**src/rtl/core/wle_pkg.sv**
```systemverilog
// Package for the wavetable LFO evaluator.
// Shared field widths, register index and waveform codes, configuration struct.
// No dependencies.
package wle_pkg;

  localparam int ValueWidth = 24;
  localparam int TimeWidth  = 32;
  localparam int WaveWidth  = 3;
  localparam int IndexWidth = 3;

  typedef logic signed [ValueWidth-1:0] value_t;

  typedef enum logic [WaveWidth-1:0] {
    WAVE_ONE        = 3'd0,
    WAVE_NOISE      = 3'd1,
    WAVE_NOISE_LERP = 3'd2,
    WAVE_SQUARE     = 3'd3,
    WAVE_SAW        = 3'd4,
    WAVE_ISAW       = 3'd5,
    WAVE_SINE       = 3'd6,
    WAVE_TRI        = 3'd7
  } wave_t;

  typedef enum logic [IndexWidth-1:0] {
    REG_WAVEFORM     = 3'd0,
    REG_FREQUENCY    = 3'd1,
    REG_PHASE_OFFSET = 3'd2,
    REG_AMPLITUDE    = 3'd3,
    REG_OFFSET_BASE  = 3'd4,
    REG_CLAMP_HIGH   = 3'd5,
    REG_CLAMP_LOW    = 3'd6
  } reg_index_t;

  typedef struct packed {
    wave_t  waveform;
    value_t frequency;
    value_t phase_offset;
    value_t amplitude;
    value_t offset_base;
    value_t clamp_high;
    value_t clamp_low;
  } cfg_t;

  typedef struct packed {
    logic adv;
  } pipe_ctl_t;

endpackage

```
**src/rtl/core/wle_phase.sv**
```systemverilog
// Phase stages: frequency times time, add offset, take magnitude, scale by entries - 1.
// Produces the table index and the signed fraction. Depends on wle_pkg.
module wle_phase import wle_pkg::*; #(
  parameter int TABLE_ENTRIES = 512,
  parameter int FRACTION_BITS = 16
) (
  input  logic                            clk,
  input  logic                            rst_n,
  input  pipe_ctl_t                       ctl,
  input  logic                            in_vld,
  input  logic [TimeWidth-1:0]            in_time,
  input  value_t                          frequency,
  input  value_t                          phase_offset,
  output logic                            out_vld,
  output logic [$clog2(TABLE_ENTRIES)-1:0] out_idx,
  output logic signed [FRACTION_BITS:0]   out_frac
);

  localparam int L     = $clog2(TABLE_ENTRIES);
  localparam int F     = FRACTION_BITS;
  localparam int ProdW = ValueWidth + TimeWidth + 1;
  localparam int SumW  = ProdW + 1;
  localparam int MulW  = SumW + L;

  logic [3:0] vld_r;

  logic signed [ProdW-1:0] s1_prod_nxt, s1_prod_r;
  logic signed [SumW-1:0]  s2_p_nxt, s2_p_r;
  logic [SumW-1:0]         s3_mag_nxt, s3_mag_r;
  logic                    s3_neg_r;
  logic [MulW-1:0]         scaled;
  logic [L-1:0]            ip;
  logic [F-1:0]            fr;
  logic [L-1:0]            s4_idx_nxt, s4_idx_r;
  logic signed [F:0]       s4_frac_nxt, s4_frac_r;

  assign s1_prod_nxt = ProdW'(frequency) * ProdW'($signed({1'b0, in_time}));
  assign s2_p_nxt    = SumW'(s1_prod_r) + (SumW'(phase_offset) <<< F);
  assign s3_mag_nxt  = s2_p_r[SumW-1] ? SumW'(-s2_p_r) : SumW'(s2_p_r);

  assign scaled      = (MulW'(s3_mag_r) << L) - MulW'(s3_mag_r);
  assign ip          = scaled[2*F +: L];
  assign fr          = scaled[F +: F];
  assign s4_idx_nxt  = s3_neg_r ? L'(-ip) : ip;
  assign s4_frac_nxt = s3_neg_r ? -$signed({1'b0, fr}) : $signed({1'b0, fr});

  always_ff @(posedge clk) begin
    if (!rst_n) begin
      vld_r <= '0;
    end else if (ctl.adv) begin
      vld_r <= {vld_r[2:0], in_vld};
    end
  end

  always_ff @(posedge clk) begin
    if (ctl.adv) begin
      s1_prod_r <= s1_prod_nxt;
      s2_p_r    <= s2_p_nxt;
      s3_mag_r  <= s3_mag_nxt;
      s3_neg_r  <= s2_p_r[SumW-1];
      s4_idx_r  <= s4_idx_nxt;
      s4_frac_r <= s4_frac_nxt;
    end
  end

  assign out_vld  = vld_r[3];
  assign out_idx  = s4_idx_r;
  assign out_frac = s4_frac_r;

endmodule

```
**config.mk**
```make
export PLATFORM = sky130hd
export DESIGN_NAME = wle_phase
export DESIGN_NICKNAME = d
export VERILOG_FILES = /design/src/rtl/core/wle_pkg.sv /design/src/rtl/core/wle_phase.sv
export SDC_FILE = /design/constraint.sdc
export NUM_CORES = 2
export LEC_CHECK = 0
export BUFFER_PORTS_ARGS = -buffer_cell sky130_fd_sc_hd__buf_2
export CORE_MARGIN = 5
export CORE_UTILIZATION = 64
export DETAILED_ROUTE_END_ITERATION = 8
export HOLD_SLACK_MARGIN = 0.05
export MAX_ROUTING_LAYER = met4
export PLACE_DENSITY = 0.85
export SETUP_SLACK_MARGIN = 0.02
export SLEW_MARGIN = 10
export SYNTH_ARGS = -nofsm -noshare
export SYNTH_HDL_FRONTEND = slang
export SYNTH_SLANG_ARGS = --single-unit
```
**constraint.sdc**
```tcl
create_clock -name clk -period 9.8 [get_ports clk]
set_input_delay 0.98 -clock clk [delete_from_list [all_inputs] [get_ports clk]]
set_output_delay 0.98 -clock clk [all_outputs]
set_load 0.02 [all_outputs]
```
Word-level counts from Yosys, hierarchy flattened
Index checks and enable logic that the tools add are counted.
{"block": "totals", "regBits": 187, "out_inout_bits": 27, "wordCells": 17, "inputBits": 84}
{"block": "op_classes", "addsub": 5, "mul": 1, "muxes": 3}
{"operator": "adder 57 x 40 -> 58 bit", "n": 1}
{"operator": "multiplier 24 x 33 -> 57 bit", "n": 1}
{"operator": "2-to-1 mux 41 bit", "n": 1}
{"operator": "negator 41 bit", "n": 1}
{"operator": "subtractor 41 bit", "n": 1}
{"operator": "negator 16 -> 17 bit", "n": 1}
{"operator": "2-to-1 mux 16 bit", "n": 1}
{"operator": "2-to-1 mux 9 bit", "n": 1}
{"operator": "negator 9 bit", "n": 1}

Depth between registers and ports, before layout
{"block": "depth", "word_depth": 3, "mapped_depth": 27, "mapped_depth_nobuf": 26}

Worst setup path after synthesis
OpenSTA, ideal clock, no wires.
{"block": "synth_timing", "kind": "input to register", "from": "input port frequency[3]", "to": "register s1_prod_r[54], data pin", "path_stages": 25, "setup_slack_ps": 2191, "path_buffers": 1, "arrival_ps": 7350, "setup_ps": 260, "required_time_ps": 9540, "path_cell_list": "clkbuf_1 > nand2_1 > fa_1 > inv_1 > fa_1 > inv_1 > fa_1 > fa_1 > inv_1 > fa_1 > fa_1 > inv_1 > fa_1 > inv_1 > ha_1 > a21o_1 > a21o_1 > a221oi_1 > o21ai_0 > a31o_2 > a31oi_1 > o31ai_1 > o41a_1 > a31o_2 > xor2_1"}
{"block": "synth_between", "elab_chain_cells": 1}
{"element": "start: declaration", "line": "wle_phase.sv:12", "rtl": "input value_t frequency,"}
{"element": "multiplier 24 x 33 -> 57 bit", "line": "wle_phase.sv:37", "rtl": "assign s1_prod_nxt = ProdW'(frequency) * ProdW'($signed({1'b0, in_time}));"}
{"element": "via s1_prod_nxt[54]", "line": "wle_phase.sv:27", "rtl": "logic signed [ProdW-1:0] s1_prod_nxt, s1_prod_r;"}
{"element": "end signal: assignment", "line": "wle_phase.sv:57", "rtl": "s1_prod_r <= s1_prod_nxt;"}
{"element": "end: declaration", "line": "wle_phase.sv:27"}
The timed path passes the listed nets, and every way through them passes these cells.
A chain may end at the register's enable or synchronous reset.

Worst setup path after layout
{"block": "layout_timing", "from": "input port frequency[4]", "to": "register s1_prod_r[53], data pin"}
The elaborated chain is that of the path after synthesis.

==> qor.csv <==
stage,metric,value,unit
run_status,status,completed,
synthesis,synth_top_cell_by_area,fa_1,
synthesis,synth_area_per_cell,9.520,µm²
timing,drv_slew,0,
synthesis,ys_warn_count,0,
critical_path,critPathLaunchType,primary input,
final_layout,stdcell_area,36290,µm²
floorplanning,start_util,0.6460,
floorplanning,num_rows,85,
route,drcViolationCount,0,
route,wl_per_cell,18.73,µm
timing,setup_violations,0,
grt,grt.total_usage,0.2872,
timing,tns,0,ns
synthesis,ys_ff_latch,171,
clock_tree,clkTransAtPathRegs,0.07,ns
route,drt_iter0_markers,1963,
synthesis,netlist_top_cells_area,"fa_1, edfxtp_1, ha_1, inv_1, and2_1",
placed_design,portBuffers,110,
critical_path,arrival,8.48,ns
final_layout,final_cells,4336,
clock_tree,ctsHoldBuffers,0,
final_layout,area_growth,4.188,%
synthesis,synth_seq_area_share,0.1463,
clock_tree,clock-root-buffer,clkbuf_16,
clock_tree,htree_levels,4,
critical_path,crit_path_end_kind,register,
final_layout,drive_gt1_frac,0.04699,
synthesis,synth_cells,3659,
timing,rsz0062_at_grt,false,
synthesis,synth-edff-count,167,
grt,grt_pass1_vias,27210,
clock_tree,clkSinkCount,171,
synthesis,synth_top_area_frac,0.3787,
clock_tree,clk_latency,0.45,ns
floorplanning,pin_count,111,
placed_design,post-dp-hpwl,63050,µm
final_layout,fill_cells,3974,
critical_path,worstPathRequired,9.95,ns
timing,hold_viol,0,
flow_run,drv_cap,0,
timing,finalClockSkew,0.01329,ns
timing,period_minus_slack,8.323,ns
route,ant_nets,0,
placed_design,gp_congestion,0.9370,
placed_design,place_inst,4303,
route,first_pass_iters,5,
clock_tree,cts_tree,done,
timing,fin_crit_sh,0.8493,
synthesis,synthArstFlopShare,0,
synthesis,synthDistinctLibCells,75,
final_layout,final_nets,4662,
grt,grt_antenna_before_repair,2,
critical_path,r2r_slack,5.80,ns
synthesis,synth-main-ff-cell,edfxtp_1,
grt,grt_pass1_wl,133800,µm
final_layout,multi_input_area,26260,µm²
route,wl,81210,µm
grt,grt_max_degree,89,
floorplanning,die_x,243.3,µm
timing,fmax,0.1202,GHz
clock_tree,cts_made_buffers,17,
floorplanning,die_h,243.3,µm
final_layout,ff_latch_area,5095,µm²
floorplanning,fp.coreArea,53920,µm²
critical_path,path_max_fanout,32,
synthesis,syn_area,34830,µm²
clock_tree,ctsResizeCount,0,
clock_tree,clock_path_buffers,2,
grt,overflow,0,
timing,worst_pin_slew,1.049,ns
timing,max-slew-margin-rel,0.3007,
route,via_per_inst,5.863,
route,vias,25420,
clock_tree,post_cts_buffers,0,
floorplanning,die_area,59190,µm²
worst_hold_path,min_path_type,register to register,
synthesis,syn_nets,4695,
critical_path,path_class,primary input to register,
final_layout,fin_util,0.6731,
placed_design,dpl_cell_area,35650,µm²
==> registers in the layout (all words and copies together), names as in the netlist <==
| register | flops |
|---|---|
| s3_neg_r | 1 |
| s1_prod_r | 57 |
| s2_p_r | 42 |
| vld_r | 4 |
| out_frac | 17 |
| out_idx | 9 |
| s3_mag_r | 41 |
==> area by class of cell <==
type | instances | area share
Timing Repair Buffer | 113 | 0.01596
Clock inverter | 15 | 0.005826
Inverter | 759 | 0.07850
Antenna cell | 1 | 0.00006895
Clock buffer | 17 | 0.01172
Multi-Input combinational cell | 2564 | 0.7235
Tap cell | 696 | 0.02400
Sequential cell | 171 | 0.1404
==> cells in the final DEF (no fill, tap or decap), types with 65 or more instances in the layout <==
cell type / netlist / routed
xnor2_1: 107 / 107
nand2_1: 436 / 436
edfxtp_1: 167 / 167
and2_1: 383 / 383
o21ai_0: 71 / 71
nor2_1: 65 / 65
ha_1: 293 / 293
fa_1: 659 / 659
buf_2: 2 / 109
inv_1: 759 / 759
a21oi_1: 88 / 88
==> metrics by stage <==
stage	hold WS [ns]	setup WS, ns
after global placement	0.4014	1.184
after CTS	0.4239	1.694
final	0.4228	1.477
after floorplan	0.4003	2.191
after detailed placement	0.4045	1.209
after global routing	0.4384	1.115
==> path summary, 6_finish.rpt <==
check,start,end,depth (start not counted)
setup / recovery,frequency[4],s1_prod_r[53],23
hold / removal,s1_prod_r[2],s2_p_r[2],0
setup reg to reg,s1_prod_r[17],s2_p_r[39],11
hold reg to reg,s1_prod_r[2],s2_p_r[2],0
==> layer usage <==
metal,wire length (µm),GRT usage,vias up,share of wire
li1,-,-,11210,-
met1,29070,0.3390,12670,0.36
met2,41100,0.4881,1218,0.51
met3,6336,0.04253,322,0.078
met4,4704,0.1367,0,0.058
met5,0,-,-,0
==> synthesized netlist by cell type, drive strengths merged, types with 25 or more instances <==
cell / number
nor2b: 40
o21ai: 75
fa: 659
xnor2: 107
and2: 385
nand3: 26
clkbuf: 162
nand4: 25
nor2: 65
a21o: 63
a21oi: 89
ha: 293
edfxtp: 167
xor2: 47
nand2b: 34
inv: 759
nand2: 436
==> critical path, stage by stage <==
cell,delay [ns]
buf_2,0.60
nand2_1,0.18
fa_1,0.57
inv_1,0.05
fa_1,0.49
inv_1,0.07
fa_1,0.50
fa_1,0.52
inv_1,0.06
fa_1,0.55
fa_1,0.51
inv_1,0.05
fa_1,0.47
inv_1,0.04
ha_1,0.42
nand3_1,0.13
nor2_1,0.16
and4_1,0.35
nand2_1,0.11
a2111oi_0,0.70
a211oi_1,0.19
o21ai_0,0.52
o311ai_0,0.24
==> logic make-up after synthesis <==
| family | synth area share |
|---|---|
| AND/OR/NAND/NOR | 0.1600 |
| flip-flops | 0.1463 |
| XOR/XNOR | 0.03872 |
| buffers and inverters | 0.09989 |
| adder cells (fa/ha/maj) | 0.4840 |
| AO/OA/AOI/OAI | 0.06846 |
| multiplexers | 0.002658 |
Power is not shown: default switching activity piles up to over one toggle a cycle in this logic, so the estimate is an artifact.
