**config.mk**
```make
export PLATFORM = sky130hd
export DESIGN_NAME = wle_shape
export DESIGN_NICKNAME = d
export VERILOG_FILES = /design/src/rtl/core/wle_pkg.sv /design/src/rtl/core/wle_shape.sv
export SDC_FILE = /design/constraint.sdc
export NUM_CORES = 2
export LEC_CHECK = 0
export BUFFER_PORTS_ARGS = -buffer_cell sky130_fd_sc_hd__buf_2
export CORE_MARGIN = 3
export CORE_UTILIZATION = 35
export CTS_CLUSTER_DIAMETER = 80
export DETAILED_ROUTE_END_ITERATION = 10
export GPL_TIMING_DRIVEN = 0
export HOLD_SLACK_MARGIN = 0.15
export PLACE_DENSITY = 0.53
export SLEW_MARGIN = 15
export SYNTH_ARGS = -nofsm -noshare
export SYNTH_HDL_FRONTEND = slang
export SYNTH_SLANG_ARGS = --single-unit
```
**constraint.sdc**
```tcl
create_clock -name clk -period 17.55 [get_ports clk]
set_input_delay 3.51 -clock clk [delete_from_list [all_inputs] [get_ports clk]]
set_output_delay 3.51 -clock clk [all_outputs]
set_load 0.01 [all_outputs]
```
**src/rtl/core/wle_pkg.sv**
```systemverilog
// Package for the wavetable LFO evaluator.
// Shared field widths, register index and waveform codes, configuration struct.
// No dependencies.
package wle_pkg;

  localparam int ValueWidth = 24;
  localparam int TimeWidth  = 32;
  localparam int WaveWidth  = 3;
  localparam int IndexWidth = 3;

  typedef logic signed [ValueWidth-1:0] value_t;

  typedef enum logic [WaveWidth-1:0] {
    WAVE_ONE        = 3'd0,
    WAVE_NOISE      = 3'd1,
    WAVE_NOISE_LERP = 3'd2,
    WAVE_SQUARE     = 3'd3,
    WAVE_SAW        = 3'd4,
    WAVE_ISAW       = 3'd5,
    WAVE_SINE       = 3'd6,
    WAVE_TRI        = 3'd7
  } wave_t;

  typedef enum logic [IndexWidth-1:0] {
    REG_WAVEFORM     = 3'd0,
    REG_FREQUENCY    = 3'd1,
    REG_PHASE_OFFSET = 3'd2,
    REG_AMPLITUDE    = 3'd3,
    REG_OFFSET_BASE  = 3'd4,
    REG_CLAMP_HIGH   = 3'd5,
    REG_CLAMP_LOW    = 3'd6
  } reg_index_t;

  typedef struct packed {
    wave_t  waveform;
    value_t frequency;
    value_t phase_offset;
    value_t amplitude;
    value_t offset_base;
    value_t clamp_high;
    value_t clamp_low;
  } cfg_t;

  typedef struct packed {
    logic adv;
  } pipe_ctl_t;

endpackage

```
**src/rtl/core/wle_shape.sv**
```systemverilog
// Output stages: interpolate, apply gain and offset, clamp, saturate, output register.
// Depends on wle_pkg.
module wle_shape import wle_pkg::*; #(
  parameter int FRACTION_BITS = 16
) (
  input  logic                          clk,
  input  logic                          rst_n,
  input  pipe_ctl_t                     ctl,
  input  logic                          in_vld,
  input  logic [FRACTION_BITS:0]        in_v0,
  input  logic [FRACTION_BITS:0]        in_v1,
  input  logic signed [FRACTION_BITS:0] in_frac,
  input  value_t                        amplitude,
  input  value_t                        offset_base,
  input  value_t                        clamp_high,
  input  value_t                        clamp_low,
  output logic                          out_vld,
  output value_t                        out_value
);

  localparam int F   = FRACTION_BITS;
  localparam int W   = F + 1;
  localparam int DW  = W + 1;
  localparam int DPW = DW + F + 1;
  localparam int VW  = F + 3;
  localparam int MW  = ValueWidth + VW;
  localparam int OW  = ValueWidth + 4;

  localparam logic signed [OW-1:0] SatHi = OW'($signed(24'h7FFFFF));
  localparam logic signed [OW-1:0] SatLo = OW'($signed(24'h800000));

  logic [4:0] vld_r;

  logic signed [DW-1:0]  diff;
  logic signed [DPW-1:0] s5_dp_nxt, s5_dp_r;
  logic [W-1:0]          s5_v0_r;
  logic signed [VW-1:0]  s6_v_nxt, s6_v_r;
  logic signed [MW-1:0]  s7_m_nxt, s7_m_r;
  logic signed [OW-1:0]  s8_o_nxt, s8_o_r;
  logic signed [OW-1:0]  hi, lo, clamped;
  value_t                value_nxt, value_r;

  assign diff      = $signed({1'b0, in_v1}) - $signed({1'b0, in_v0});
  assign s5_dp_nxt = DPW'(diff) * DPW'(in_frac);
  assign s6_v_nxt  = VW'($signed({1'b0, s5_v0_r})) + VW'(s5_dp_r >>> F);
  assign s7_m_nxt  = MW'(amplitude) * MW'(s6_v_r);
  assign s8_o_nxt  = OW'(s7_m_r >>> F) + OW'(offset_base);

  assign hi = OW'(clamp_high);
  assign lo = OW'(clamp_low);

  always_comb begin
    clamped = s8_o_r;
    if (clamped >= hi) begin
      clamped = hi;
    end
    if (clamped < lo) begin
      clamped = lo;
    end
    if (clamped > SatHi) begin
      value_nxt = ValueWidth'(SatHi);
    end else if (clamped < SatLo) begin
      value_nxt = ValueWidth'(SatLo);
    end else begin
      value_nxt = ValueWidth'(clamped);
    end
  end

  always_ff @(posedge clk) begin
    if (!rst_n) begin
      vld_r <= '0;
    end else if (ctl.adv) begin
      vld_r <= {vld_r[3:0], in_vld};
    end
  end

  always_ff @(posedge clk) begin
    if (ctl.adv) begin
      s5_dp_r <= s5_dp_nxt;
      s5_v0_r <= in_v0;
      s6_v_r  <= s6_v_nxt;
      s7_m_r  <= s7_m_nxt;
      s8_o_r  <= s8_o_nxt;
      value_r <= value_nxt;
    end
  end

  assign out_vld   = vld_r[4];
  assign out_value = value_r;

endmodule

```
# == After elaboration in Yosys (flattened, before gate mapping) ==
# Index checks and enable logic that the tools add are counted.
# op_classes
addsub,3
n_mul,2
order_cmp,4
muxes,3
# op_table
cell,n
28-bit 2-to-1 mux,2
24-bit by 19-bit multiplier with 43-bit output,1
18-bit by 17-bit multiplier with 35-bit output,1
27-bit by 24-bit adder with 28-bit output,1
28-bit by 24-bit greater-or-equal comparator with 1-bit output,1
28-bit by 24-bit > comparator with 1-bit output (second input constant),1
28-bit by 24-bit < comparator with 1-bit output,1
28-bit by 24-bit < comparator with 1-bit output (second input constant),1
24-bit 2-to-1 mux,1
18-bit by 19-bit adder with 19-bit output,1
17-bit by 17-bit subtractor with 18-bit output,1
# word_totals
regBits,171
in_bits,151
out_inout_bits,25
elab_cells,19

# == Logic depth before layout (Yosys ltp) ==
# depth
word_depth,6
mapped_depth,36

# == Worst setup path before layout ==
# Ideal clock, no wire load.
# synth_path
path_type,input port to flip-flop
start,in in_v1[0]
end,"reg s5_dp_r[34], data pin"
setup_ns,0.260
arrival_ns,10.957
required_time_ns,17.290
path_slack_ns,6.333
stages,33
n_path_buf,1
path_cell_list,inv_1 -> ha_1 -> fa_1 -> nor2b_1 -> o21ai_0 -> a21boi_1 -> o21ai_0 -> a21oi_1 -> a41oi_1 -> a21oi_1 -> xor2_1 -> clkbuf_1 -> and2_1 -> fa_1 -> inv_1 -> fa_1 -> fa_1 -> inv_1 -> fa_1 -> fa_1 -> inv_1 -> fa_1 -> inv_1 -> ha_1 -> a21o_1 -> a21o_1 -> a2111o_1 -> o211ai_1 -> o211ai_1 -> a221oi_1 -> o21bai_1 -> a21oi_1 -> xnor2_1
# synth_between
elab_chain_cells,2
# synth_lines
item,line,source
start: declaration,wle_shape.sv:11,"input logic [FRACTION_BITS:0] in_v1,"
17-bit by 17-bit subtractor with 18-bit output,wle_shape.sv:43,"assign diff = $signed({1'b0, in_v1}) - $signed({1'b0, in_v0});"
18-bit by 17-bit multiplier with 35-bit output,wle_shape.sv:44,assign s5_dp_nxt = DPW'(diff) * DPW'(in_frac);
via s5_dp_nxt[34],wle_shape.sv:35,"logic signed [DPW-1:0] s5_dp_nxt, s5_dp_r;"
end signal: assignment,wle_shape.sv:79,s5_dp_r <= s5_dp_nxt;
end: declaration,wle_shape.sv:35,
# The timed path passes the listed nets, and every way through them passes these cells.
# A chain may end at the register's enable or synchronous reset.

# == Worst setup path in the final report ==
# layout_path
start,in in_v0[0]
end,"reg s5_dp_r[34], data pin"
# layout_between
elab_chain_cells,2
# layout_lines
item,line,source
start: declaration,wle_shape.sv:10,"input logic [FRACTION_BITS:0] in_v0,"
17-bit by 17-bit subtractor with 18-bit output,wle_shape.sv:43,
18-bit by 17-bit multiplier with 35-bit output,wle_shape.sv:44,
via s5_dp_nxt[34],wle_shape.sv:35,
# The timed path passes the listed nets, and every way through them passes these cells.

==> results.json <==
{
  "status": "complete, no violations",
  "yosysWarnings": 0,
  "dp_hpwl_um": 83500,
  "synth_area_per_cell_um2": 9.55,
  "grt_pass1_wl_um": 155000,
  "register_area_um2": 4120,
  "core_um2": 102000,
  "synthFlopType": "edfxtp_1",
  "ys_ff_latch": 139,
  "r2r_setup_slack_ns": 9.25,
  "post_cts_buffers": 0,
  "cts_buffers": 17,
  "worst_setup_path_end_kind": "flop",
  "first_global_vias": 27500,
  "synth_fp_nets": 5043,
  "synth_top_family_by_area": "adder cells",
  "ant_nets": 0,
  "syn2layout_area_growth_pct": 8.59,
  "start_util": 0.355,
  "layout-drive-gt1-share": 0.0624,
  "die_w_um": 328,
  "ys_types": 71,
  "synth_edf_count": 134,
  "criticalPathCategory": "in -> reg",
  "antenna_found_initial": 9,
  "io_buffer_count": 151,
  "avgViaCountPerCell": 4.79,
  "cts_htree_levels": 4,
  "num_rows": 117,
  "clkSinkCount": 139,
  "fin_nets": 5214,
  "cts_tree": "done",
  "drt_iter0_drc": 1374,
  "slowest_stage": "xor2_1",
  "worstPathArrival_ns": 13.09,
  "grt_setup_unrepaired": "false",
  "cts-resized-gates": 0,
  "drc": 0,
  "grt_use_total": 0.188,
  "worstPathRequired_ns": 17.75,
  "grt_max_degree": 80,
  "fmax_ghz": 0.0776,
  "die_h_um": 328,
  "drt-total-wl_um": 98600,
  "clk_path_buf_depth": 2,
  "seq_area_frac_synth": 0.113,
  "multiInputGateArea_um2": 28300,
  "max_stage_delay_ns": 0.94,
  "ys_async_sr_fraction": 0,
  "cap_violations": 0,
  "globalRouteOverflowTotal": 0,
  "place_congestion": 0.887,
  "syn-cell-area_um2": 36400,
  "num_vias": 25700,
  "finClkSkew_ns": 0.0229,
  "insertion_delay_ns": 0.49,
  "synth.area.mux_share": 0.0183,
  "cp_common_cell": "fa_1",
  "wire_per_inst_um": 18.4,
  "drtPass1Iterations": 6,
  "clock-root-buffer": "clkbuf_16",
  "cts.reportedPaths.clkPinSlew_ns": 0.07,
  "dieArea_um2": 108000,
  "postLayoutCoreUtil": 0.386,
  "synth_compound_area_frac": 0.0589,
  "start_kind": "primary input",
  "final_area_um2": 39500,
  "period_share": 0.734,
  "slew_violations": 0,
  "worstMarginPinSlew_ns": 1.33,
  "hold_viol": 0,
  "synthSimpleGateAreaFrac": 0.145,
  "fillers": 10500,
  "synth-adder-area-share": 0.530,
  "critPathMaxFanout": 10,
  "setup_tns_ns": 0,
  "hold_buffers": 0,
  "synth-xor-area-share": 0.0260,
  "place_area_um2": 38900,
  "setup_violations": 0,
  "max_slew_margin": 0.110,
  "min_period_ns": 12.89,
  "holdCritPathClass": "reg -> reg",
  "io_pins": 176,
  "synth_cells": 3809
}
-- metrics by stage --
stage / setup slack, ns / hold WS (ns) / cells
final: 4.66 / 0.520 / 5363
after global routing: 4.05 / 0.539 / 5361
after CTS: 4.67 / 0.528 / 5360
after detailed placement: 4.17 / 0.514 / 5329
after global placement: 4.23 / 0.498 / 5328
after floorplan: 6.33 / 0.482 / 3809
-- state kept, by name, indices dropped and copies added (netlist names) --
register,flops
vld_r,5
s6_v_r,19
s7_m_r,27
s5_dp_r,19
out_value,24
s5_v0_r,17
s8_o_r,28
-- critical path, delay by kind of cell --
kind | cells | cell delay [ns]
XOR/XNOR | 2 | 1.06
AO/OA/AOI/OAI | 14 | 3.46
AND/OR/NAND/NOR | 2 | 0.35
adder cells (fa/ha/maj) | 9 | 3.76
buffers and inverters | 6 | 0.94
-- synthesized netlist by cell type (4+ instances only) --
master / n / area share
and3_1: 11 / 0.0019
dfxtp_1: 5 / 0.0028
inv_1: 883 / 0.091
nand2b_1: 45 / 0.0077
a311o_1: 7 / 0.0019
nor2b_1: 58 / 0.010
nor3_1: 27 / 0.0037
fa_1: 766 / 0.42
or3_1: 9 / 0.0015
buf_2: 5 / 0.00069
nand2_1: 482 / 0.050
xnor2_1: 81 / 0.019
o21bai_1: 8 / 0.0017
a22o_1: 22 / 0.0053
edfxtp_1: 134 / 0.11
nand4_1: 20 / 0.0034
o21a_1: 13 / 0.0027
a31oi_1: 5 / 0.00086
nand3_1: 20 / 0.0028
nor2_1: 75 / 0.0077
mux2_4: 20 / 0.0083
xor2_1: 27 / 0.0065
mux2i_1: 6 / 0.0017
o21ai_0: 49 / 0.0067
a211oi_1: 12 / 0.0025
mux2_2: 27 / 0.0084
a21boi_0: 8 / 0.0017
a21o_1: 41 / 0.0085
and2_1: 288 / 0.050
ha_1: 317 / 0.11
nor4_1: 19 / 0.0033
a21oi_1: 77 / 0.011
or2_2: 4 / 0.00069
a311oi_1: 9 / 0.0022
o211ai_1: 22 / 0.0045
clkbuf_1: 150 / 0.015
-- final cells by class --
class | count | share of cell area
sequential | 139 | 0.104
clock inverter | 14 | 0.00475
antenna | 3 | 0.000190
buffer | 161 | 0.0159
inverter | 883 | 0.0839
clock buffer | 17 | 0.0108
tap | 1368 | 0.0433
multi-input combinational | 2626 | 0.717
timing repair buffer | 152 | 0.0201
-- final timing paths --
kind | endpoint | cells after the start | start
setup / recovery | s5_dp_r[34] | 33 | in_v0[0]
setup reg to reg | s7_m_r[41] | 23 | s6_v_r[4]
hold / removal | vld_r[0] | 2 | vld_r[0]
hold reg to reg | vld_r[0] | 2 | vld_r[0]
-- metal layers --
metal	wire length (µm)	global-route usage	vias up	part of all wire
met5	31	0	-	0.00031
met4	2310	0.0461	4	0.023
met3	6600	0.0403	121	0.067
met2	48000	0.322	632	0.49
met1	41600	0.240	13000	0.42
li1	-	-	11900	-
-- cells by family after synthesis --
logic type	Yosys count
AO/OA/AOI/OAI	312
XOR/XNOR	108
adder cells (fa/ha/maj)	1083
buffers and inverters	1044
flip-flops	139
multiplexers	53
AND/OR/NAND/NOR	1070
-- layout by cell type, fill, tap and decap left out, types with 4 or more instances in the layout --
cell type and count:
edfxtp_1 134, nor3_1 27, o211ai_1 22, nor4_1 19
xor2_1 27, nand2b_1 45, nand3_1 20, clkbuf_16 17
and3_1 11, or3_1 9, a21o_1 41, nor2b_1 58
mux2_4 20, or2_2 4, mux2i_1 6, a211oi_1 12
and2_1 288, nor2_1 75, o21ai_0 49, ha_1 317
a21oi_1 77, a31oi_1 5, o21bai_1 8, clkbuf_1 150
nand4_1 20, a22o_1 22, mux2_2 27, buf_2 155
a311o_1 7, inv_1 883, fa_1 766, nand2_1 482
o21a_1 13, a21boi_0 8, xnor2_1 81, dfxtp_1 5
inv_6 4, a311oi_1 9
Power is left out: the tool's default activity adds up to more than one toggle a clock period on the data nets, which glitch-free logic cannot reach.
